### src/hw/rtl/ust_pkg.sv
// Shared types, constants and helper functions of the UV-sphere cell tessellator.
`default_nettype none
package ust_pkg;

    // Segment counts above this value are clamped to it.
    localparam int MAX_SEGMENTS     = 256;
    localparam int CORDIC_STEPS_DEF = 16;

    // Internal CORDIC word: Q2.30 with headroom.
    localparam int CW = 34;

    localparam logic signed [CW-1:0] GAIN_Q30 = 34'sd652032874;
    localparam logic [31:0]          PI_Q30   = 32'd3373259426;

    localparam int CFG_IDX_W = 3;

    // Register indexes of the configuration port.
    localparam logic [CFG_IDX_W-1:0] REG_ORIGIN_X  = 3'd0;
    localparam logic [CFG_IDX_W-1:0] REG_ORIGIN_Y  = 3'd1;
    localparam logic [CFG_IDX_W-1:0] REG_ORIGIN_Z  = 3'd2;
    localparam logic [CFG_IDX_W-1:0] REG_RADIUS    = 3'd3;
    localparam logic [CFG_IDX_W-1:0] REG_LAT_COUNT = 3'd4;
    localparam logic [CFG_IDX_W-1:0] REG_LON_COUNT = 3'd5;

    localparam logic [2:0] LAST_CORNER = 3'd5;

    typedef struct packed {
        logic signed [31:0] origin_x;
        logic signed [31:0] origin_y;
        logic signed [31:0] origin_z;
        logic [30:0]        sphere_radius;
        logic [8:0]         lat_count;
        logic [8:0]         lon_count;
    } t_cfg;

    // One classified cell as it waits in the queue.
    typedef struct packed {
        logic [7:0] lat_cell;
        logic [7:0] lon_cell;
        logic       bad_cell;
    } t_cell;

    typedef enum logic [2:0] {
        ANG_IDLE,
        ANG_DIV,
        ANG_ZMUL,
        ANG_ROT,
        ANG_DONE
    } t_ang_state;

    typedef enum logic [2:0] {
        BK_IDLE,
        BK_ANG,
        BK_MUL,
        BK_EMIT,
        BK_BAD
    } t_back_state;

    // Effective segment count: zero counts as one, large counts clamp.
    function automatic logic [8:0] eff_count(input logic [8:0] c);
        logic [8:0] r;
        if (c == 9'd0) begin
            r = 9'd1;
        end else if (32'(c) > MAX_SEGMENTS) begin
            r = 9'(MAX_SEGMENTS);
        end else begin
            r = c;
        end
        return r;
    endfunction

    // Arctangent of 2^-i in Q2.30.
    function automatic logic signed [CW-1:0] atan_q30(input logic [4:0] i);
        logic signed [CW-1:0] r;
        case (i)
            5'd0:  r = 34'sd843314856;
            5'd1:  r = 34'sd497837829;
            5'd2:  r = 34'sd263043836;
            5'd3:  r = 34'sd133525158;
            5'd4:  r = 34'sd67021686;
            5'd5:  r = 34'sd33543515;
            5'd6:  r = 34'sd16775850;
            5'd7:  r = 34'sd8388437;
            5'd8:  r = 34'sd4194282;
            5'd9:  r = 34'sd2097149;
            5'd10: r = 34'sd1048575;
            5'd11: r = 34'sd524287;
            5'd12: r = 34'sd262143;
            5'd13: r = 34'sd131071;
            5'd14: r = 34'sd65535;
            5'd15: r = 34'sd32767;
            5'd16: r = 34'sd16383;
            5'd17: r = 34'sd8191;
            5'd18: r = 34'sd4095;
            5'd19: r = 34'sd2047;
            5'd20: r = 34'sd1023;
            5'd21: r = 34'sd511;
            5'd22: r = 34'sd255;
            5'd23: r = 34'sd127;
            5'd24: r = 34'sd63;
            5'd25: r = 34'sd31;
            5'd26: r = 34'sd15;
            5'd27: r = 34'sd8;
            5'd28: r = 34'sd4;
            5'd29: r = 34'sd2;
            5'd30: r = 34'sd1;
            default: r = 34'sd0;
        endcase
        return r;
    endfunction

    // Grid vertex shown at each corner of the run: v0, v2, v1, v1, v2, v3.
    function automatic logic [1:0] vert_of_corner(input logic [2:0] k);
        logic [1:0] r;
        case (k)
            3'd0:    r = 2'd0;
            3'd1:    r = 2'd2;
            3'd2:    r = 2'd1;
            3'd3:    r = 2'd1;
            3'd4:    r = 2'd2;
            default: r = 2'd3;
        endcase
        return r;
    endfunction

    // Clamp to the signed 32-bit range.
    function automatic logic signed [31:0] sat32(input logic signed [35:0] v);
        logic signed [31:0] r;
        if (v > 36'sd2147483647) begin
            r = 32'sh7FFFFFFF;
        end else if (v < -36'sd2147483648) begin
            r = 32'sh80000000;
        end else begin
            r = v[31:0];
        end
        return r;
    endfunction

endpackage
`default_nettype wire

### src/hw/rtl/ust_if.sv
// Channel interfaces: cell input, vertex output and configuration write.
`default_nettype none
interface ust_cell_if;
    logic       valid;
    logic       ready;
    logic [7:0] lat_cell;
    logic [7:0] lon_cell;
    modport source (output valid, lat_cell, lon_cell, input ready);
    modport sink   (input valid, lat_cell, lon_cell, output ready);
endinterface

`default_nettype wire

### src/hw/rtl/ust_front.sv
// Front end: takes cell transactions and marks cells outside the grid.
`default_nettype none
module ust_front (
    ust_cell_if.sink       i_cell,
    input  logic [8:0]     i_lat_count,
    input  logic [8:0]     i_lon_count,
    output logic           o_wr_valid,
    input  logic           i_wr_ready,
    output ust_pkg::t_cell o_wr_data
);
    import ust_pkg::*;

    logic [8:0] lat_eff;
    logic [8:0] lon_eff;

    assign lat_eff = eff_count(i_lat_count);
    assign lon_eff = eff_count(i_lon_count);

    // Classification against the configured grid.
    always_comb begin
        o_wr_data.lat_cell = i_cell.lat_cell;
        o_wr_data.lon_cell = i_cell.lon_cell;
        o_wr_data.bad_cell = ({1'b0, i_cell.lat_cell} >= lat_eff) ||
                             ({1'b0, i_cell.lon_cell} >= lon_eff);
    end

    assign o_wr_valid   = i_cell.valid;
    assign i_cell.ready = i_wr_ready;
endmodule
`default_nettype wire

### src/flat_wrapper.sv
// flat-port wrapper written by rule: the top's interface ports become plain ports
module ust_front_flat import ust_pkg::*;
  (i_lat_count, i_lon_count, o_wr_valid, i_wr_ready, o_wr_data, i_cell_valid, i_cell_lat_cell, i_cell_lon_cell, i_cell_ready);
  ust_cell_if i_cell_i ();
  input  logic [8:0] i_lat_count;
  input  logic [8:0] i_lon_count;
  output logic o_wr_valid;
  input  logic i_wr_ready;
  output ust_pkg::t_cell o_wr_data;
  input wire logic [$bits(i_cell_i.valid)-1:0] i_cell_valid;
  input wire logic [$bits(i_cell_i.lat_cell)-1:0] i_cell_lat_cell;
  input wire logic [$bits(i_cell_i.lon_cell)-1:0] i_cell_lon_cell;
  output wire logic [$bits(i_cell_i.ready)-1:0] i_cell_ready;
  assign i_cell_i.valid = i_cell_valid;
  assign i_cell_i.lat_cell = i_cell_lat_cell;
  assign i_cell_i.lon_cell = i_cell_lon_cell;
  assign i_cell_ready = i_cell_i.ready;
  ust_front u_core (.i_cell(i_cell_i), .i_lat_count(i_lat_count), .i_lon_count(i_lon_count), .o_wr_valid(o_wr_valid), .i_wr_ready(i_wr_ready), .o_wr_data(o_wr_data));
endmodule
### config.mk
export PLATFORM = sky130hd
export DESIGN_NAME = ust_front_flat
export DESIGN_NICKNAME = d
export VERILOG_FILES = /design/src/hw/rtl/ust_pkg.sv /design/src/hw/rtl/ust_if.sv /design/src/hw/rtl/ust_front.sv /design/src/flat_wrapper.sv
export SDC_FILE = /design/constraint.sdc
export NUM_CORES = 1
export LEC_CHECK = 0
export ABC_AREA = 1
export BUFFER_PORTS_ARGS = -buffer_cell sky130_fd_sc_hd__buf_2
export CORE_UTILIZATION = 41
export DETAILED_ROUTE_END_ITERATION = 10
export PLACE_DENSITY = 0.81
export SLEW_MARGIN = 20
export SYNTH_ARGS = -nofsm -noshare
export SYNTH_HDL_FRONTEND = slang
export SYNTH_SLANG_ARGS = --single-unit
### constraint.sdc
create_clock -name vclk -period 1.5
set_clock_uncertainty 0.05 [all_clocks]
set_input_delay 0.075 -clock vclk [all_inputs]
set_output_delay 0.075 -clock vclk [all_outputs]
set_load 0.005 [all_outputs]
==> results of run 1 <==
==> cells in the mapped netlist <==
cell and count:
nand2_1 39, buf_4 18, ha_1 16, nor2_1 12, inv_1 11, a21oi_1 4
inv_2 2, a22o_1 1, and3_1 1, nand2_2 1, nand3_1 1, o21a_1 1
o21ai_0 1, o21ai_2 1, o21bai_1 1, o31ai_1 1
==> metal layers <==
| metal | vias up | track usage [%] | part of all wire (%) |
|---|---|---|---|
| met4 | 0 | 4.38 | 1.2 |
| li1 | 417 | - | - |
| met3 | 2 | 0.862 | 7.5 |
| met1 | 346 | 21.8 | 39 |
| met5 | - | 0 | 0 |
| met2 | 39 | 42.8 | 53 |
==> metrics by stage <==
step | instance area, um^2 | utilization, % | hold WS [ns] | power [uW] | worst slack [ns]
floorplan | 658 | - | 0.181 | 142 | 0.175
CTS | 916 | 60.8 | 0.100 | 241 | -0.113
global route | 948 | 63.0 | 0.100 | 286 | -0.315
global placement | 836 | 55.5 | 0.100 | 210 | -0.0947
finish | 948 | 63.0 | 0.100 | 249 | -0.160
detailed placement | 836 | 55.5 | 0.100 | 219 | -0.233
==> power groups by stage <==
| stage | Sequential (uW) | Clock, uW | Combinational, uW |
|---|---|---|---|
| 2_1_floorplan | 0 | 0 | 142 |
| 3_3_place_gp | 0 | 0 | 210 |
| 3_5_place_dp | 0 | 0 | 219 |
| 4_1_cts | 0 | 0 | 241 |
| 5_1_grt | 0 | 0 | 286 |
| 6_report | 0 | 0 | 249 |
==> cells by family after synthesis <==
family          count (synthesis)
fa+ha+maj                      16
compound gates                 10
buf+inv                        31
simple gates                   54
==> worst max-delay path: stages <==
cell	delay [ns]
buf_6	0.11
nor2_4	0.11
nand2_2	0.08
o21ai_4	0.21
nand2_2	0.09
o31ai_4	0.06
ha_1	0.26
inv_1	0.05
nand2_1	0.04
nand2_1	0.05
nand2_1	0.05
nand2_1	0.05
nand2_1	0.04
nand2_1	0.05
nand3_1	0.07
buf_2	0.12
==> final cells by class <==
class	instances	area [um^2]	area share, %
inverter	13	48.8	5.15
tap	16	20.0	2.11
timing repair buffer	58	349	36.8
multi-input combinational	80	531	55.9
==> path summary, 6_finish.rpt <==
| kind | depth (start not counted) | end | from | slack (ns) |
|---|---|---|---|---|
| setup / recovery | 16 | o_wr_data[0] | i_lat_count[6] | -0.16 |
| hold / removal | 0 | i_cell_ready | i_wr_ready | 0.10 |
==> timing repair <==
| action | 4_1_cts | 5_1_grt |
|---|---|---|
| endpoints found under the setup margin | 1 | 1 |
| setup buffers | 1 | 1 |
| endpoints found under the hold margin | 0 | 0 |
| resized for setup | 16 | 5 |
| pin swaps | 12 | 8 |
==> summary.txt, run 1 <==
Outcome
  • Run status: finished, violations left
  • Failing checks: setup timing

Yosys
  • Synthesized-area fraction occupied by ao, oa, aoi and oai cells: 9.89%
  • Fraction of synthesized area in multiplexers: 0%
  • Mapped cell area: roughly 660 um^2
  • Post-Synth Adder-Cell Area: 30.4%
  • Avg Synthesized Cell Area: 5.93 um^2
  • Proportion of synthesized chip area in sequential cells: 0%
  • Post-synth net total: 163
  • Post-synthesis cell type with the largest combined area: ha_1
  • Post-synthesis instance total: 111
  • Fraction of the mapped netlist area in simple logic gates: 31.7%
  • Main combinational cell family by area after synthesis: simple AND/OR/NAND/NOR gates
  • Synth Warn #: 0
  • XOR/XNOR Fraction of Synth Area: 0%
  • Number of distinct library cell variants in the gate-level netlist after synthesis: 16
  • Synth area leaders: ha_1, nand2_1, buf_4
  • Fraction of synthesized cell area taken by the top area cell type: 30.4%

Floorplan
  • Row count: 14
  • Overall die area: 1770 um^2
  • Starting utilization of the core area: between 40% and 50%
  • X dimension of the die: approximately 42 um
  • Number of top-level design ports: 55
  • Core area: 1510 um^2
  • Chip height: 42.1 um

Power and ir drop
  • Worst-case vdd ir drop: 0.000121 V
  • Internal power: 128 uW
  • Sequential group share of total power: 0%
  • Power spent charging and discharging nets: 120 uW
  • Part of the total power dissipated in combinational logic: 100.0%
  • Leakage power figure: 0.000586 uW
  • Proportion of power drawn by the clock network: 0%
  • Sw Ratio: 48.4%
  • Power density over the cells: about 260 nW/um^2

Timing
  • Total negative slack: -0.160 ns
  • Portion of the clock cycle consumed by the worst path in the final layout: 111%
  • RSZ-0062 raised after global routing: true
  • Final number of setup-violating endpoints: 1
  • Headroom to the max-slew limit: slightly below 90%
  • Highest achievable clock rate: 603 MHz
  • Least setup slack across all paths after layout: -0.160 ns
  • Max-slew violation count: 0
  • Least-Margin Pin Slew: 0.179 ns
  • Final Hold Vio Count: 0
  • Clock period minus worst slack: roughly 1.7 ns

Critical path
  • Startpoint type of the worst setup path: input pin
  • Largest fanout of any net on the critical path: 4
  • Critical path endpoint category: output pin
  • Critical Setup Path Class: input pin to output pin
  • CP arrival: between 1.5 and 2 ns
  • Required time worst endpoint: 1.37 ns

Finish
  • Highest-count cells in the layout ignoring fill and taps: buf_2, nand2_1, ha_1
  • Synth-to-layout area growth: 44.1%
  • Cell Count, Final, Fillers Out: about 170
  • Ratio of cells with drive above 1 in the final layout: 47.0%
  • Number of nets in the finished design: 205
  • Antenna diode count: 0
  • Sequential cell count: 0
  • Most common library cell in the layout ignoring fill and taps: buf_2
  • Total of clock buffers placed in the layout: 0
  • Combined flip-flop and latch cell area: 0 um^2
  • Filler Cell Count: around 150

Detailed routing
  • Wirelength, routed: approximately 1700 um
  • Detailed Route Iter0 Violations: 4
  • Post-route DRC violation count: 0
  • Detailed-route vias per instance: between 4 and 5
  • Vias after detailed routing: about 800
  • Number of nets with antenna violations after routing: 0
  • Average wire length per cell after detail routing: 10.2 um
  • Pre-antenna DRT Iters: 4

Placed design
  • Total half-perimeter wirelength after legalization and detailed placement: 1400 um
  • Post-placement cell count: 165
  • Number of port buffers: 51
  • Final GP Congestion: 0.856

Hold path
  • Min-Delay Path Class: input pin to output pin

Global route
  • Largest net degree at the start of global routing: 10
  • Wire length of the first global-routing pass: 2970 um
  • Antenna violations before repair: 0
  • Grt ovf: 0
  • Vias in the first global route: 786
  • All-layer global routing usage: 20.4%

Flow run
  • Max_cap viols: 0

Clocking
  • Number of hold buffers added after CTS: 0
No activity file was read; power rests on OpenSTA's default activity.
==> inputs of run 2 (changes only) <==
CORE_UTILIZATION = 44   (was 41)
PLACE_DENSITY = 0.86   (was 0.81)
clock period = 2.06 ns   (was 1.5 ns; I/O delays follow)
==> summary.txt, run 2 (synthesis gave the netlist of run 1 again) <==
Detailed routing
  • Average wire length per cell after detail routing: 9.03 um (-11%)
  • Wirelength, routed: 1440 um (-15%)
  • Number of nets with antenna violations after routing: 0 (unchanged)
  • Detailed Route Iter0 Violations: 4 (unchanged)
  • Pre-antenna DRT Iters: 4 (unchanged)
  • Vias after detailed routing: 745 (-7.3%)
  • Detailed-route vias per instance: 4.69 (-2.7%)
  • Post-route DRC violation count: 0 (unchanged)

Power and ir drop
  • Part of the total power dissipated in combinational logic: 100.0% (about the same)
  • Total power after layout: 151 uW (-39%)
  • Proportion of power drawn by the clock network: 0% (unchanged)
  • Power density over the cells: 189 nW/um^2 (-28%)
  • Sequential group share of total power: 0% (unchanged)
  • Internal power: 74.9 uW (-42%)
  • Leakage power figure: 0.000533 uW (-8.9%)
  • Worst-case vdd ir drop: 0.0000717 V (-41%)
  • Sw Ratio: 50.2% (+1.9 points)
  • Power spent charging and discharging nets: 75.6 uW (-37%)

Placed design
  • Number of port buffers: 51 (unchanged)
  • Final GP Congestion: 0.635 (-26%)
  • Worst setup slack after placement: 0.307 ns (+0.540 ns)
  • Total half-perimeter wirelength after legalization and detailed placement: 1320 um (-5.7%)
  • Standard cell area after detailed placement: 797 um^2 (-4.6%)

Finish
  • Synth-to-layout area growth: 21.1%
  • Final instance area: 797 um^2 (-16%)
  • Final Core Density: 59.0% (-3.9 points)
  • Sequential cell count: 0 (unchanged)
  • Filler Cell Count: 143 (-2.1%)
  • Most common library cell in the layout ignoring fill and taps: buf_2
  • Number of nets in the finished design: 198 (-3.4%)
  • Multi-input logic area: 474 um^2 (-11%)
  • Ratio of cells with drive above 1 in the final layout: 38.2% (-8.8 points)
  • Combined flip-flop and latch cell area: 0 um^2 (unchanged)
  • Antenna diode count: 0 (unchanged)
  • Total of clock buffers placed in the layout: 0 (unchanged)
  • Highest-count cells in the layout ignoring fill and taps: buf_2, nand2_1, ha_1

Critical path
  • Critical path endpoint category: output pin
  • Crit-path cells: buf_2 -> nor2_1 -> nand2_1 -> o21ai_2 -> nand2_1 -> o31ai_1 -> ha_1 -> inv_1 -> nand2_1 -> nand2_1 -> nand2_1 -> nand2_1 -> nand2_1 -> nand2_1 -> nand3_1 -> buf_2
  • Kind of cell with the highest combined delay on the critical path: simple AND/OR/NAND/NOR gates
  • Critical Setup Path Class: input pin to output pin
  • Crit-path max cell delay: 0.26 ns (about the same)
  • Most common cell type on the critical path: nand2_1
  • Startpoint type of the worst setup path: input pin
  • Buffers plus inverters on the worst setup path: 3 (unchanged)
  • Required time worst endpoint: 1.91 ns (+0.54 ns)
  • Number of logic stages on the critical path including buffering: 16 (unchanged)
  • CP arrival: 1.59 ns (+0.06 ns)
  • Largest fanout of any net on the critical path: 5 (+1)
  • CP max-delay cell: ha_1

Clocking
  • Number of hold buffers added after CTS: 0 (unchanged)
  • Count of cells resized by post-cts repair: 0 (-16)
  • Total setup buffers inserted after CTS: 0 (-1)

Timing
  • Total negative slack: 0 ns (+0.160 ns)
  • Final number of setup-violating endpoints: 0 (-1)
  • Highest achievable clock rate: about 570 MHz
  • Least setup slack across all paths after layout: 0.315 ns (+0.475 ns)
  • Final Hold Vio Count: 0 (unchanged)
  • Max-slew violation count: 0 (unchanged)
  • Portion of the clock cycle consumed by the worst path in the final layout: 84.7%
  • Clock period minus worst slack: around 1.7 ns
  • Headroom to the max-slew limit: 85.5% (-2.6 points)
  • RSZ-0062 raised after global routing: false
  • Least-Margin Pin Slew: 0.218 ns (+0.0390 ns)

Floorplan
  • Row count: 13 (-1)
  • Number of top-level design ports: 55 (unchanged)
  • Core area: 1350 um^2 (-10%)
  • Chip height: 40.7 um (-3.3%)
  • Overall die area: 1650 um^2 (-6.5%)
  • X dimension of the die: 40.7 um (-3.3%)
  • Starting utilization of the core area: 48.7% (+5.1 points)

Global route
  • Largest net degree at the start of global routing: 10 (unchanged)
  • Grt ovf: 0 (unchanged)
  • Wire length of the first global-routing pass: 1830 um (-38%)
  • All-layer global routing usage: 15.7% (-4.7 points)
  • Antenna violations before repair: 0 (unchanged)
  • Vias in the first global route: 476 (-39%)

Outcome
  • Run status: completed

Hold path
  • Min-Delay Path Class: input pin to output pin
  • Number of cells on the worst hold path: 0 (unchanged)

Flow run
  • Max_cap viols: 0 (unchanged)
run 2: power by group through the flow:
| stage | logic, uW | registers, uW | clock network, uW |
|---|---|---|---|
| floorplan | 103 | 0 | 0 |
| global placement | 146 | 0 | 0 |
| detailed placement | 152 | 0 | 0 |
| CTS | 153 | 0 | 0 |
| global route | 176 | 0 | 0 |
| finish | 151 | 0 | 0 |
run 2: metal layers:
metal | up-vias | global-route usage (%) | part of all wire (%)
met3 | 0 | 0 | 6.4
li1 | 402 | - | -
met4 | 0 | 0 | 0
met2 | 32 | 32.9 | 51
met1 | 311 | 18.3 | 42
met5 | - | 0 | 0
run 2: area by class of cell:
type	instances	share of cell area (%)
multi-input combinational	80	59.5
timing repair buffer	51	32.0
inverter	13	6.12
tap	15	2.35
run 2: per-stage QoR:
stage / std cells / hold slack, ns
2_1_floorplan: 111 / 0.237
3_3_place_gp: 159 / 0.156
3_5_place_dp: 159 / 0.156
4_1_cts: 159 / 0.156
5_1_grt: 159 / 0.156
6_report: 159 / 0.156
run 2: final timing paths:
kind	startpoint	to	slack (ns)
worst max-delay path	i_lat_count[3]	o_wr_data[0]	0.32
worst min-delay path	i_wr_ready	i_cell_ready	0.16
