<file path="config.mk">
export PLATFORM = sky130hd
export DESIGN_NAME = ust_fifo
export DESIGN_NICKNAME = d
export VERILOG_FILES = /design/src/hw/rtl/ust_pkg.sv /design/src/hw/rtl/ust_fifo.sv
export SDC_FILE = /design/constraint.sdc
export NUM_CORES = 1
export LEC_CHECK = 0
export ABC_AREA = 1
export BUFFER_PORTS_ARGS = -buffer_cell sky130_fd_sc_hd__buf_2
export CAP_MARGIN = 5
export CORE_MARGIN = 1
export CORE_UTILIZATION = 55
export DETAILED_ROUTE_END_ITERATION = 10
export PLACE_DENSITY = 0.92
export SLEW_MARGIN = 15
export SYNTH_ARGS = -nofsm -noshare
export SYNTH_HDL_FRONTEND = slang
export SYNTH_SLANG_ARGS = --single-unit
export TNS_END_PERCENT = 1
</file>
<file path="constraint.sdc">
create_clock -name i_clk -period 2.5 [get_ports i_clk]
set_input_delay 0.5 -clock i_clk [delete_from_list [all_inputs] [get_ports i_clk]]
set_output_delay 0.5 -clock i_clk [all_outputs]
set_load 0.05 [all_outputs]
</file>
<file path="src/hw/rtl/ust_pkg.sv">
// Shared types, constants and helper functions of the UV-sphere cell tessellator.
`default_nettype none
package ust_pkg;

    // Segment counts above this value are clamped to it.
    localparam int MAX_SEGMENTS     = 256;
    localparam int CORDIC_STEPS_DEF = 16;

    // Internal CORDIC word: Q2.30 with headroom.
    localparam int CW = 34;

    localparam logic signed [CW-1:0] GAIN_Q30 = 34'sd652032874;
    localparam logic [31:0]          PI_Q30   = 32'd3373259426;

    localparam int CFG_IDX_W = 3;

    // Register indexes of the configuration port.
    localparam logic [CFG_IDX_W-1:0] REG_ORIGIN_X  = 3'd0;
    localparam logic [CFG_IDX_W-1:0] REG_ORIGIN_Y  = 3'd1;
    localparam logic [CFG_IDX_W-1:0] REG_ORIGIN_Z  = 3'd2;
    localparam logic [CFG_IDX_W-1:0] REG_RADIUS    = 3'd3;
    localparam logic [CFG_IDX_W-1:0] REG_LAT_COUNT = 3'd4;
    localparam logic [CFG_IDX_W-1:0] REG_LON_COUNT = 3'd5;

    localparam logic [2:0] LAST_CORNER = 3'd5;

    typedef struct packed {
        logic signed [31:0] origin_x;
        logic signed [31:0] origin_y;
        logic signed [31:0] origin_z;
        logic [30:0]        sphere_radius;
        logic [8:0]         lat_count;
        logic [8:0]         lon_count;
    } t_cfg;

    // One classified cell as it waits in the queue.
    typedef struct packed {
        logic [7:0] lat_cell;
        logic [7:0] lon_cell;
        logic       bad_cell;
    } t_cell;

    typedef enum logic [2:0] {
        ANG_IDLE,
        ANG_DIV,
        ANG_ZMUL,
        ANG_ROT,
        ANG_DONE
    } t_ang_state;

    typedef enum logic [2:0] {
        BK_IDLE,
        BK_ANG,
        BK_MUL,
        BK_EMIT,
        BK_BAD
    } t_back_state;

    // Effective segment count: zero counts as one, large counts clamp.
    function automatic logic [8:0] eff_count(input logic [8:0] c);
        logic [8:0] r;
        if (c == 9'd0) begin
            r = 9'd1;
        end else if (32'(c) > MAX_SEGMENTS) begin
            r = 9'(MAX_SEGMENTS);
        end else begin
            r = c;
        end
        return r;
    endfunction

    // Arctangent of 2^-i in Q2.30.
    function automatic logic signed [CW-1:0] atan_q30(input logic [4:0] i);
        logic signed [CW-1:0] r;
        case (i)
            5'd0:  r = 34'sd843314856;
            5'd1:  r = 34'sd497837829;
            5'd2:  r = 34'sd263043836;
            5'd3:  r = 34'sd133525158;
            5'd4:  r = 34'sd67021686;
            5'd5:  r = 34'sd33543515;
            5'd6:  r = 34'sd16775850;
            5'd7:  r = 34'sd8388437;
            5'd8:  r = 34'sd4194282;
            5'd9:  r = 34'sd2097149;
            5'd10: r = 34'sd1048575;
            5'd11: r = 34'sd524287;
            5'd12: r = 34'sd262143;
            5'd13: r = 34'sd131071;
            5'd14: r = 34'sd65535;
            5'd15: r = 34'sd32767;
            5'd16: r = 34'sd16383;
            5'd17: r = 34'sd8191;
            5'd18: r = 34'sd4095;
            5'd19: r = 34'sd2047;
            5'd20: r = 34'sd1023;
            5'd21: r = 34'sd511;
            5'd22: r = 34'sd255;
            5'd23: r = 34'sd127;
            5'd24: r = 34'sd63;
            5'd25: r = 34'sd31;
            5'd26: r = 34'sd15;
            5'd27: r = 34'sd8;
            5'd28: r = 34'sd4;
            5'd29: r = 34'sd2;
            5'd30: r = 34'sd1;
            default: r = 34'sd0;
        endcase
        return r;
    endfunction

    // Grid vertex shown at each corner of the run: v0, v2, v1, v1, v2, v3.
    function automatic logic [1:0] vert_of_corner(input logic [2:0] k);
        logic [1:0] r;
        case (k)
            3'd0:    r = 2'd0;
            3'd1:    r = 2'd2;
            3'd2:    r = 2'd1;
            3'd3:    r = 2'd1;
            3'd4:    r = 2'd2;
            default: r = 2'd3;
        endcase
        return r;
    endfunction

    // Clamp to the signed 32-bit range.
    function automatic logic signed [31:0] sat32(input logic signed [35:0] v);
        logic signed [31:0] r;
        if (v > 36'sd2147483647) begin
            r = 32'sh7FFFFFFF;
        end else if (v < -36'sd2147483648) begin
            r = 32'sh80000000;
        end else begin
            r = v[31:0];
        end
        return r;
    endfunction

endpackage
`default_nettype wire

</file>
<file path="src/hw/rtl/ust_fifo.sv">
// Two-entry queue between the classifying front and the computing back.
`default_nettype none
module ust_fifo (
    input  logic          i_clk,
    input  logic          i_rst_n,
    input  logic          i_wr_valid,
    output logic          o_wr_ready,
    input  ust_pkg::t_cell i_wr_data,
    output logic          o_rd_valid,
    input  logic          i_rd_ready,
    output ust_pkg::t_cell o_rd_data
);
    import ust_pkg::*;

    t_cell      r_mem [2];
    logic       r_wp;
    logic       r_rp;
    logic [1:0] r_cnt;
    logic       wr_en;
    logic       rd_en;

    assign o_wr_ready = (r_cnt != 2'd2);
    assign o_rd_valid = (r_cnt != 2'd0);
    assign o_rd_data  = r_mem[r_rp];
    assign wr_en      = i_wr_valid && o_wr_ready;
    assign rd_en      = o_rd_valid && i_rd_ready;

    // Entry storage.
    always_ff @(posedge i_clk) begin
        if (wr_en) begin
            r_mem[r_wp] <= i_wr_data;
        end
    end

    // Pointers and fill level.
    always_ff @(posedge i_clk) begin
        if (!i_rst_n) begin
            r_wp  <= 1'b0;
            r_rp  <= 1'b0;
            r_cnt <= 2'd0;
        end else begin
            if (wr_en) begin
                r_wp <= ~r_wp;
            end
            if (rd_en) begin
                r_rp <= ~r_rp;
            end
            if (wr_en && !rd_en) begin
                r_cnt <= r_cnt + 2'd1;
            end else if (rd_en && !wr_en) begin
                r_cnt <= r_cnt - 2'd1;
            end
        end
    end
endmodule
`default_nettype wire

</file>
==> flow_metrics.tcl, run 1 <==
set metrics [dict create \
    status "finished clean" \
    irDropWorstVdd_uv 1071 \
    final_common_cell "buf_2" \
    cts.htree.levels 2 \
    grt_pass1_vias 772 \
    drtIter0Drc 7 \
    clk_pin_slew_ps 110 \
    tightest_slew_ps 278.5 \
    start_util_pct 59.78 \
    synth_compound_area_share_pct 1.480 \
    pwr_density_cell_mw_per_mm2 1089 \
    fp.dieH_um 54.60 \
    synth_top_family_by_area "multiplexers" \
    synth-xor-area-share_pct 0 \
    critical_path_class "register to primary output" \
    required_ps 2000 \
    final_cell_mix "buf_2, edfxtp_1, mux2_4" \
    power.total_mw 1.963 \
    fin_area_mm2 0.001803 \
    wl_per_cell_um 13.50 \
    muxShareOfSynthArea_pct 15.05 \
    cts_sinks 39 \
    p_leak_nw 0.7463 \
    cap_violations 0 \
    grt_pass1_wl_um 3305 \
    cp-start-kind "register" \
    antenna_found_initial 0 \
    coreArea_mm2 0.002545 \
    synth-seq-cells 39 \
    drv_slew 0 \
    dp_hpwl_um 1685 \
    fin_crit_sh_pct 87.22 \
    fill_cells 169 \
    netlist_instances 90 \
    synthSimpleGateAreaFrac_pct 4.934 \
    drive_above_1_share_pct 48.20 \
    via_per_inst 5.000 \
    grt_overflow 0 \
    synth_area_mm2 0.001521 \
    crit_fanout 11 \
    cts_setup_buffers 0 \
    cts-root-buf "clkbuf_4" \
    ys_seq_area_share_pct 73.68 \
    areaGrowthSynthToFinish_pct 18.50 \
    holdCritPathClass "input port to register" \
    netlist_top_cells_area "edfxtp_1, mux2_4, dfxtp_1" \
    synth-adder-area-share_pct 0.8224 \
    fp.dieW_um 54.60 \
    ctsResizeCount 0 \
    drc 0 \
    vias 845 \
    yosysUniqueCellTypes 16 \
    grt_use_total_pct 17.06 \
    ys_warn_count 0 \
    end_kind "primary output" \
    placed_cell_area_mm2 0.001753 \
    clk_path_buf_depth 2 \
    row_count 18 \
    setup-tns-final_ps 0 \
    fin_crit_ps 2181 \
    hold_viol 0 \
    arrival_ps 1680 \
    cts_tree "built" \
    io_pins 40 \
    syn-num-nets 112 \
    timing.fmax_ghz 0.4586 \
    relSlewSlack_pct 81.40 \
    rsz0062_at_grt "false" \
    grt_max_degree 18 \
    synth_top_area_cell "edfxtp_1" \
    clk_latency_ps 330 \
    synth_top_area_share_pct 67.11 \
    finalWirelength_um 2281 \
    layout.nets 160 \
    dieArea_mm2 0.002981 \
    firstDrtPassIters 2 \
    cts_hold_buf 0 \
    skew_ps 6.581 \
    cts_made_buffers 5 \
    syn-mean-instance-area_um2 16.91 \
    ant_nets 0 \
    portBuffers 39 \
    n_antenna_cell 0 \
    place.gp.congestion 0.6001 \
    setup-violations-final 0 \
]
[layer usage]
metal	GRT usage [%]	share of wire, %
met1	20.15	43
met2	27.11	49
met3	7.222	6.4
met4	7.265	1.5
met5	0	0
[through the flow]
step	hold slack, ps	util (%)	setup WS [ps]	instances
after global placement	481.0	68.88	690.6	161
after detailed placement	499.9	68.88	679.9	161
after CTS	344.7	70.85	308.1	169
after floorplan	466.9	-	413.2	90
after global routing	332.2	70.85	229.0	169
final	350.5	70.85	319.4	169
[worst max-delay path: stages (launching register included)]
cell and delay, ps:
dfxtp_1 500, buf_4 290, mux2_2 350, buf_2 210
[cells in the mapped netlist]
cell,n
edfxtp_1,34
mux2_4,10
nand2_1,9
nor2_1,8
inv_1,7
mux2_2,7
dfxtp_1,5
o21ai_0,2
a21oi_1,1
buf_12,1
buf_6,1
ha_1,1
inv_2,1
nand3_1,1
nand4_1,1
o21a_1,1
[cell families after synthesis]
logic type	count (synthesis)
buf+inv	10
flops	39
fa+ha+maj	1
mux	17
simple gates	19
compound gates	4
[sequential cells by signal (all words and copies together), names as in the netlist, named ones only]
register and flops:
r_wp 1, r_rp 1, r_cnt 2, r_mem 34
[where the power goes]
| part | switching, mW | total (mW) | internal, mW |
|---|---|---|---|
| Sequential | 0.0460 | 0.871 | 0.825 |
| Combinational | 0.552 | 0.799 | 0.246 |
| Clock | 0.183 | 0.293 | 0.110 |
[path summary, 6_finish.rpt]
check	from	end	slack, ps	cells past startpoint
min reg2reg	r_wp	r_wp	510	2
max	register	o_rd_data[14]	320	3
min	i_wr_data[13]	r_mem[1][13]	350	1
max reg2reg	r_cnt[0]	r_cnt[1]	1030	10
[area by class of cell]
type                            count  area (µm²)  share of cell area (%)
Timing Repair Buffer               43       225.2                   12.49
Inverter                            8       30.03                   1.666
Clock inverter                      1       5.005                  0.2776
Tap cell                           30       37.54                   2.082
Clock buffer                        7       45.04                   2.498
Sequential cell                    39        1121                   62.18
Multi-Input combinational cell     41       339.1                   18.81
Power figures use the tool's default switching activity.
==> run 2: changes to the inputs <==
--- a/config.mk
+++ b/config.mk
@@ -9,9 +9,10 @@
 export BUFFER_PORTS_ARGS = -buffer_cell sky130_fd_sc_hd__buf_2
 export CAP_MARGIN = 5
 export CORE_MARGIN = 1
-export CORE_UTILIZATION = 55
+export CORE_UTILIZATION = 30
 export DETAILED_ROUTE_END_ITERATION = 10
-export PLACE_DENSITY = 0.92
+export MAX_ROUTING_LAYER = met4
+export PLACE_DENSITY = 0.59
 export SLEW_MARGIN = 15
 export SYNTH_ARGS = -nofsm -noshare
 export SYNTH_HDL_FRONTEND = slang
==> constraint.sdc (replaced) <==
create_clock -name i_clk -period 2.1 [get_ports i_clk]
set_input_delay 0.42 -clock i_clk [delete_from_list [all_inputs] [get_ports i_clk]]
set_output_delay 0.42 -clock i_clk [all_outputs]
set_load 0.05 [all_outputs]
==> run 2 against run 1 <==
  * Worst setup slack worse by 93 ps
  * Clock power is 140% higher
  * Via count is 1.1% higher
  * Die area is 80% higher
  * Cell count is 23% higher
  * Largest power group unchanged
==> flow_metrics.tcl, run 2 (synthesis results as in run 1) <==
set metrics [dict create \
    status "finished clean" \
    crit_path_max_incr_delay_ps 390 \
    cts_tree "built" \
    end_kind "primary output" \
    grt_pass1_vias 886 \
    fp.dieH_um 73.22 \
    largest_reg_flops 34 \
    setup-tns-final_ps 0 \
    finalNonFillerCells 208 \
    min_path_cells 1 \
    cts_setup_buffers 0 \
    p_leak_nw 0.7929 \
    n_antenna_cell 0 \
    holdPathEnd "r_mem[1][2]" \
    coreArea_mm2 0.004786 \
    fp.dieW_um 73.22 \
    clk_latency_ps 280 \
    skew_ps 8.672 \
    fill_cells 458 \
    irDropWorstVdd_uv 617.1 \
    finalWirelength_um 2566 \
    final_common_cell "buf_2" \
    final_cell_mix "buf_2, edfxtp_1, mux2_4" \
    relSlewSlack_pct 83.25 \
    antenna_found_initial 0 \
    rrSetupSlack_ps 670 \
    vias 854 \
    layout.nets 162 \
    place.gp.congestion 0.6411 \
    crit_buf_inv 2 \
    wl_per_cell_um 12.34 \
    portBuffers 39 \
    p_sw_mw 0.9601 \
    seqPwrFrac_pct 37.9 \
    arrival_ps 1450 \
    start_util_pct 31.79 \
    worst_slack_ps 226.8 \
    grt_pass1_wl_um 3967 \
    areaGrowthSynthToFinish_pct 27.96 \
    grt_overflow 0 \
    crit_chain "buf_4 -> mux2_4 -> buf_2" \
    power_frac_clock_pct 26.3 \
    cts_sinks 39 \
    holdCritPathClass "input port to register" \
    place_inst 200 \
    r2r_end "r_cnt[1]" \
    drv_slew 0 \
    hold_viol 0 \
    clk_path_buf_depth 2 \
    biggestRegsByFlops "r_mem x34, r_cnt x2" \
    dp_hpwl_um 1929 \
    utilization_pct 40.68 \
    r2r-start "r_cnt[0]" \
    intPower_mw 1.761 \
    cap_violations 0 \
    cts.htree.levels 2 \
    grt_use_total_pct 10.67 \
    io_pins 40 \
    cts-root-buf "clkbuf_8" \
    drtIter0Drc 29 \
    critical_path_class "register to primary output" \
    crit_fanout 10 \
    clk_pin_slew_ps 80 \
    place_ws_ps 518.7 \
    fin_crit_ps 1873 \
    drc 0 \
    cts_made_buffers 5 \
    firstDrtPassIters 3 \
    path_delay_family "buffers and inverters" \
    fin_crit_sh_pct 89.20 \
    hold_slack_ps 319.8 \
    switching_share_pct 35.28 \
    via_per_inst 4.106 \
    cts_hold_buf 0 \
    grt_max_degree 13 \
    regMostFlops "r_mem" \
    worst_r2r_path_depth 10 \
    worstHoldStart "i_wr_data[2]" \
    rsz0062_at_grt "false" \
    ctsResizeCount 0 \
    tightest_slew_ps 252.9 \
    ant_nets 0 \
    combPwrFrac_pct 35.8 \
    timing.fmax_ghz 0.5338 \
    pwr_density_cell_mw_per_mm2 1398 \
    dieArea_mm2 0.005360 \
    drive_above_1_share_pct 49.65 \
    row_count 25 \
    cp-start-kind "register" \
    slowest_stage "dfxtp_1" \
    required_ps 1680 \
    setup-violations-final 0 \
]
run 2: cell types whose count changed in the layout (fill, tap and decap cells not counted):
cell       delta
clkbuf_4      -5
clkbuf_8      +5
buf_4         +2
bufinv_16     +2
clkbuf_1      -1
clkinv_2      -1
run 2: area by class of cell:
type / instances / area, µm² / share of cell area, %
clock buffers: 6 / 72.57 / 3.728
well taps: 67 / 83.83 / 4.306
clock inverters: 2 / 60.06 / 3.085
repair buffers: 45 / 240.2 / 12.34
inverters: 8 / 30.03 / 1.542
multi-input cells: 41 / 339.1 / 17.42
flip-flops and latches: 39 / 1121 / 57.58
run 2: power groups by stage:
stage / Combinational, mW / Sequential [mW] / Clock (mW)
floorplan: 0.798 / 1.03 / 0
global placement: 0.958 / 1.04 / 0
detailed placement: 0.987 / 1.05 / 0
CTS: 0.989 / 1.03 / 0.737
global route: 1.04 / 1.04 / 0.768
finish: 0.975 / 1.03 / 0.715
run 2: stage by stage:
stage / power [mW] / instance area (µm²)
floorplan: 1.832 / 1521
global placement: 2.001 / 1814
detailed placement: 2.036 / 1814
CTS: 2.758 / 1947
global route: 2.848 / 1947
finish: 2.721 / 1947
run 2: how the worst max path moves through the flow:
stage,startpoint,to,cells after the start
finish,register,o_rd_data[7],3
global route,register,o_rd_data[11],3
CTS,register,o_rd_data[7],3
detailed placement,register,o_rd_data[7],3
global placement,register,o_rd_data[3],3
floorplan,r_cnt[0],r_mem[1][0],4
run 2: worst reg2reg max path, stage by stage (launching register included):
cell,delay (ps)
dfxtp_1,330
inv_2,90
nand2_1,70
nand2_1,130
inv_1,80
ha_1,340
inv_1,100
nand3_1,80
nand2_1,50
inv_1,40
nor2_1,80
run 2: per-layer routing:
metal	wire length, µm	vias up	share of wire [%]	GRT usage (%)
met5	0	-	0	-
met4	21	0	0.82	3.922
met3	202	3	7.9	4.558
met2	1216	35	47	17.70
met1	1125	396	44	11.29
li1	-	420	-	-
==> run 3: changes to the inputs <==
--- a/config.mk
+++ b/config.mk
@@ -5,14 +5,14 @@
 export SDC_FILE = /design/constraint.sdc
 export NUM_CORES = 1
 export LEC_CHECK = 0
-export ABC_AREA = 1
+export ABC_AREA = 0
 export BUFFER_PORTS_ARGS = -buffer_cell sky130_fd_sc_hd__buf_2
 export CAP_MARGIN = 5
 export CORE_MARGIN = 1
-export CORE_UTILIZATION = 30
+export CORE_UTILIZATION = 50
 export DETAILED_ROUTE_END_ITERATION = 10
 export MAX_ROUTING_LAYER = met4
-export PLACE_DENSITY = 0.59
+export PLACE_DENSITY = 0.86
 export SLEW_MARGIN = 15
 export SYNTH_ARGS = -nofsm -noshare
 export SYNTH_HDL_FRONTEND = slang
==> run 3 against run 2 <==
  * Synthesized cell count shrank 14%
  * Combinational power shrank 1%
  * Critical path type unchanged
  * Clock-buffer cell count shrank 1
==> flow_metrics.tcl, run 3 <==
set metrics [dict create \
    status "finished clean" \
    clk_pin_slew_ps 110 \
    synth_area_mm2 0.001468 \
    synth_top_area_share_pct 69.57 \
    p_leak_nw 0.6959 \
    required_ps 1680 \
    drc 0 \
    via_per_inst 5.199 \
    grt_max_degree 18 \
    crit_path_max_incr_delay_ps 350 \
    ctsResizeCount 0 \
    finalWirelength_um 2272 \
    hold_slack_ps 271.6 \
    fill_cells 208 \
    synthSimpleGateAreaFrac_pct 4.433 \
    netlist_instances 77 \
    cts_tree "built" \
    biggestRegsByFlops "r_mem x34, r_cnt x2" \
    drive_above_1_share_pct 55.20 \
    end_kind "primary output" \
    holdCritPathClass "input port to register" \
    fin_area_mm2 0.001788 \
    tightest_slew_ps 679.3 \
    synth-adder-area-share_pct 0.8525 \
    ys_seq_area_share_pct 76.39 \
    cts_hold_buf 0 \
    fp.dieW_um 56.18 \
    slowest_stage "mux2_2" \
    fp.dieH_um 56.18 \
    placed_cell_area_mm2 0.001712 \
    synth_commonest_cells "edfxtp_1, mux2_2, dfxtp_1" \
    io_pins 40 \
    clk_latency_ps 330 \
    cts_sinks 39 \
    pwr_density_cell_mw_per_mm2 1376 \
    drtIter0Drc 6 \
    fin_crit_ps 1843 \
    cts.htree.levels 2 \
    muxShareOfSynthArea_pct 13.04 \
    synth-xor-area-share_pct 1.790 \
    regMostFlops "r_mem" \
    grt_pass1_wl_um 3601 \
    worst_slack_ps 257.4 \
    setup-tns-final_ps 0 \
    timing.fmax_ghz 0.5427 \
    fin_crit_sh_pct 87.74 \
    crit_chain "buf_4 -> mux2_2 -> buf_2" \
    cts_made_buffers 5 \
    final_common_cell "buf_2" \
    relSlewSlack_pct 54.66 \
    cap_violations 0 \
    synth_edf_count 34 \
    place_inst 148 \
    multi_input_area_um2 330.3 \
    worstHoldStart "i_wr_data[1]" \
    arrival_ps 1420 \
    place_ws_ps 465.7 \
    portBuffers 39 \
    areaGrowthSynthToFinish_pct 21.82 \
    setup-violations-final 0 \
    largest_reg_flops 34 \
    syn-mean-instance-area_um2 19.06 \
    seq_area_mm2 0.001121 \
    async_flop_share_pct 0 \
    wl_per_cell_um 14.56 \
    hold_viol 0 \
    row_count 19 \
    vias 811 \
    place.gp.congestion 0.7148 \
    ys_warn_count 0 \
    dieArea_mm2 0.003156 \
    final_cell_mix "buf_2, edfxtp_1, mux2_2" \
    synth_top_family_by_area "multiplexers" \
    start_util_pct 53.22 \
    antenna_found_initial 0 \
    netlist_top_cells_area "edfxtp_1, mux2_2, dfxtp_1" \
    synth_top_area_cell "edfxtp_1" \
    cts_setup_buffers 0 \
    grt_overflow 0 \
    worst_r2r_path_depth 3 \
    grt_pass1_vias 820 \
    layout.nets 146 \
    r2r-start "r_cnt[0]" \
    critical_path_class "register to primary output" \
    synth-seq-cells 39 \
    power.total_mw 2.461 \
    crit_fanout 10 \
    ant_nets 0 \
    skew_ps 3.660 \
    synth_compound_area_share_pct 2.387 \
    yosysMostFrequentCell "edfxtp_1" \
    rsz0062_at_grt "false" \
    grt_use_total_pct 16.29 \
    firstDrtPassIters 2 \
    n_antenna_cell 0 \
    clk_path_buf_depth 2 \
    min_path_cells 1 \
    finalNonFillerCells 156 \
    postSynth.topFlopCell "edfxtp_1" \
    utilization_pct 64.84 \
    yosysUniqueCellTypes 20 \
    dp_hpwl_um 1622 \
    cts-root-buf "clkbuf_4" \
    syn-num-nets 99 \
    drv_slew 0 \
    coreArea_mm2 0.002758 \
    cp-start-kind "register" \
    irDropWorstVdd_uv 997.6 \
]
-- run 3: cell types whose count changed after synthesis, sizes merged, moves of 2 or more --
cell    before  now
nand2        9    0
nor2         8    0
inv          8    1
and2         0    4
a21boi       0    2
xnor2        0    2
-- run 3: cell families after synthesis --
logic type      count (synthesis)
simple gates                    9
mux                            17
buf+inv                         3
xor+xnor                        3
flops                          39
compound gates                  5
fa+ha+maj                       1
-- run 3: final timing paths --
| kind | endpoint | slack [ps] |
|---|---|---|
| max | o_rd_data[5] | 260 |
| min | r_mem[0][1] | 270 |
| max reg2reg | r_mem[0][0] | 500 |
| min reg2reg | r_cnt[1] | 560 |
-- run 3: final cells by class --
cell class,count,share of cell area (%)
tap,31,2.169
inverter,1,0.2099
multi-input combinational,35,18.47
timing repair buffer,42,12.18
clock inverter,3,2.169
sequential,39,62.70
clock buffer,5,2.099
-- run 3: metal layers --
metal	track usage (%)	share of wire, %
met5	-	0
met4	5.226	0.84
met3	8.140	8.3
met2	26.70	53
met1	17.17	37
-- run 3: power by group --
group	internal, mW	switching (mW)
clock	0.245	0.227
sequential	0.975	0.0495
combinational	0.308	0.656
-- run 3: critical path: cells and delay by family (launching register included) --
kind                   cells  cell delay [ps]
buffers and inverters      2              390
muxes                      1              350
DFF                        1              340
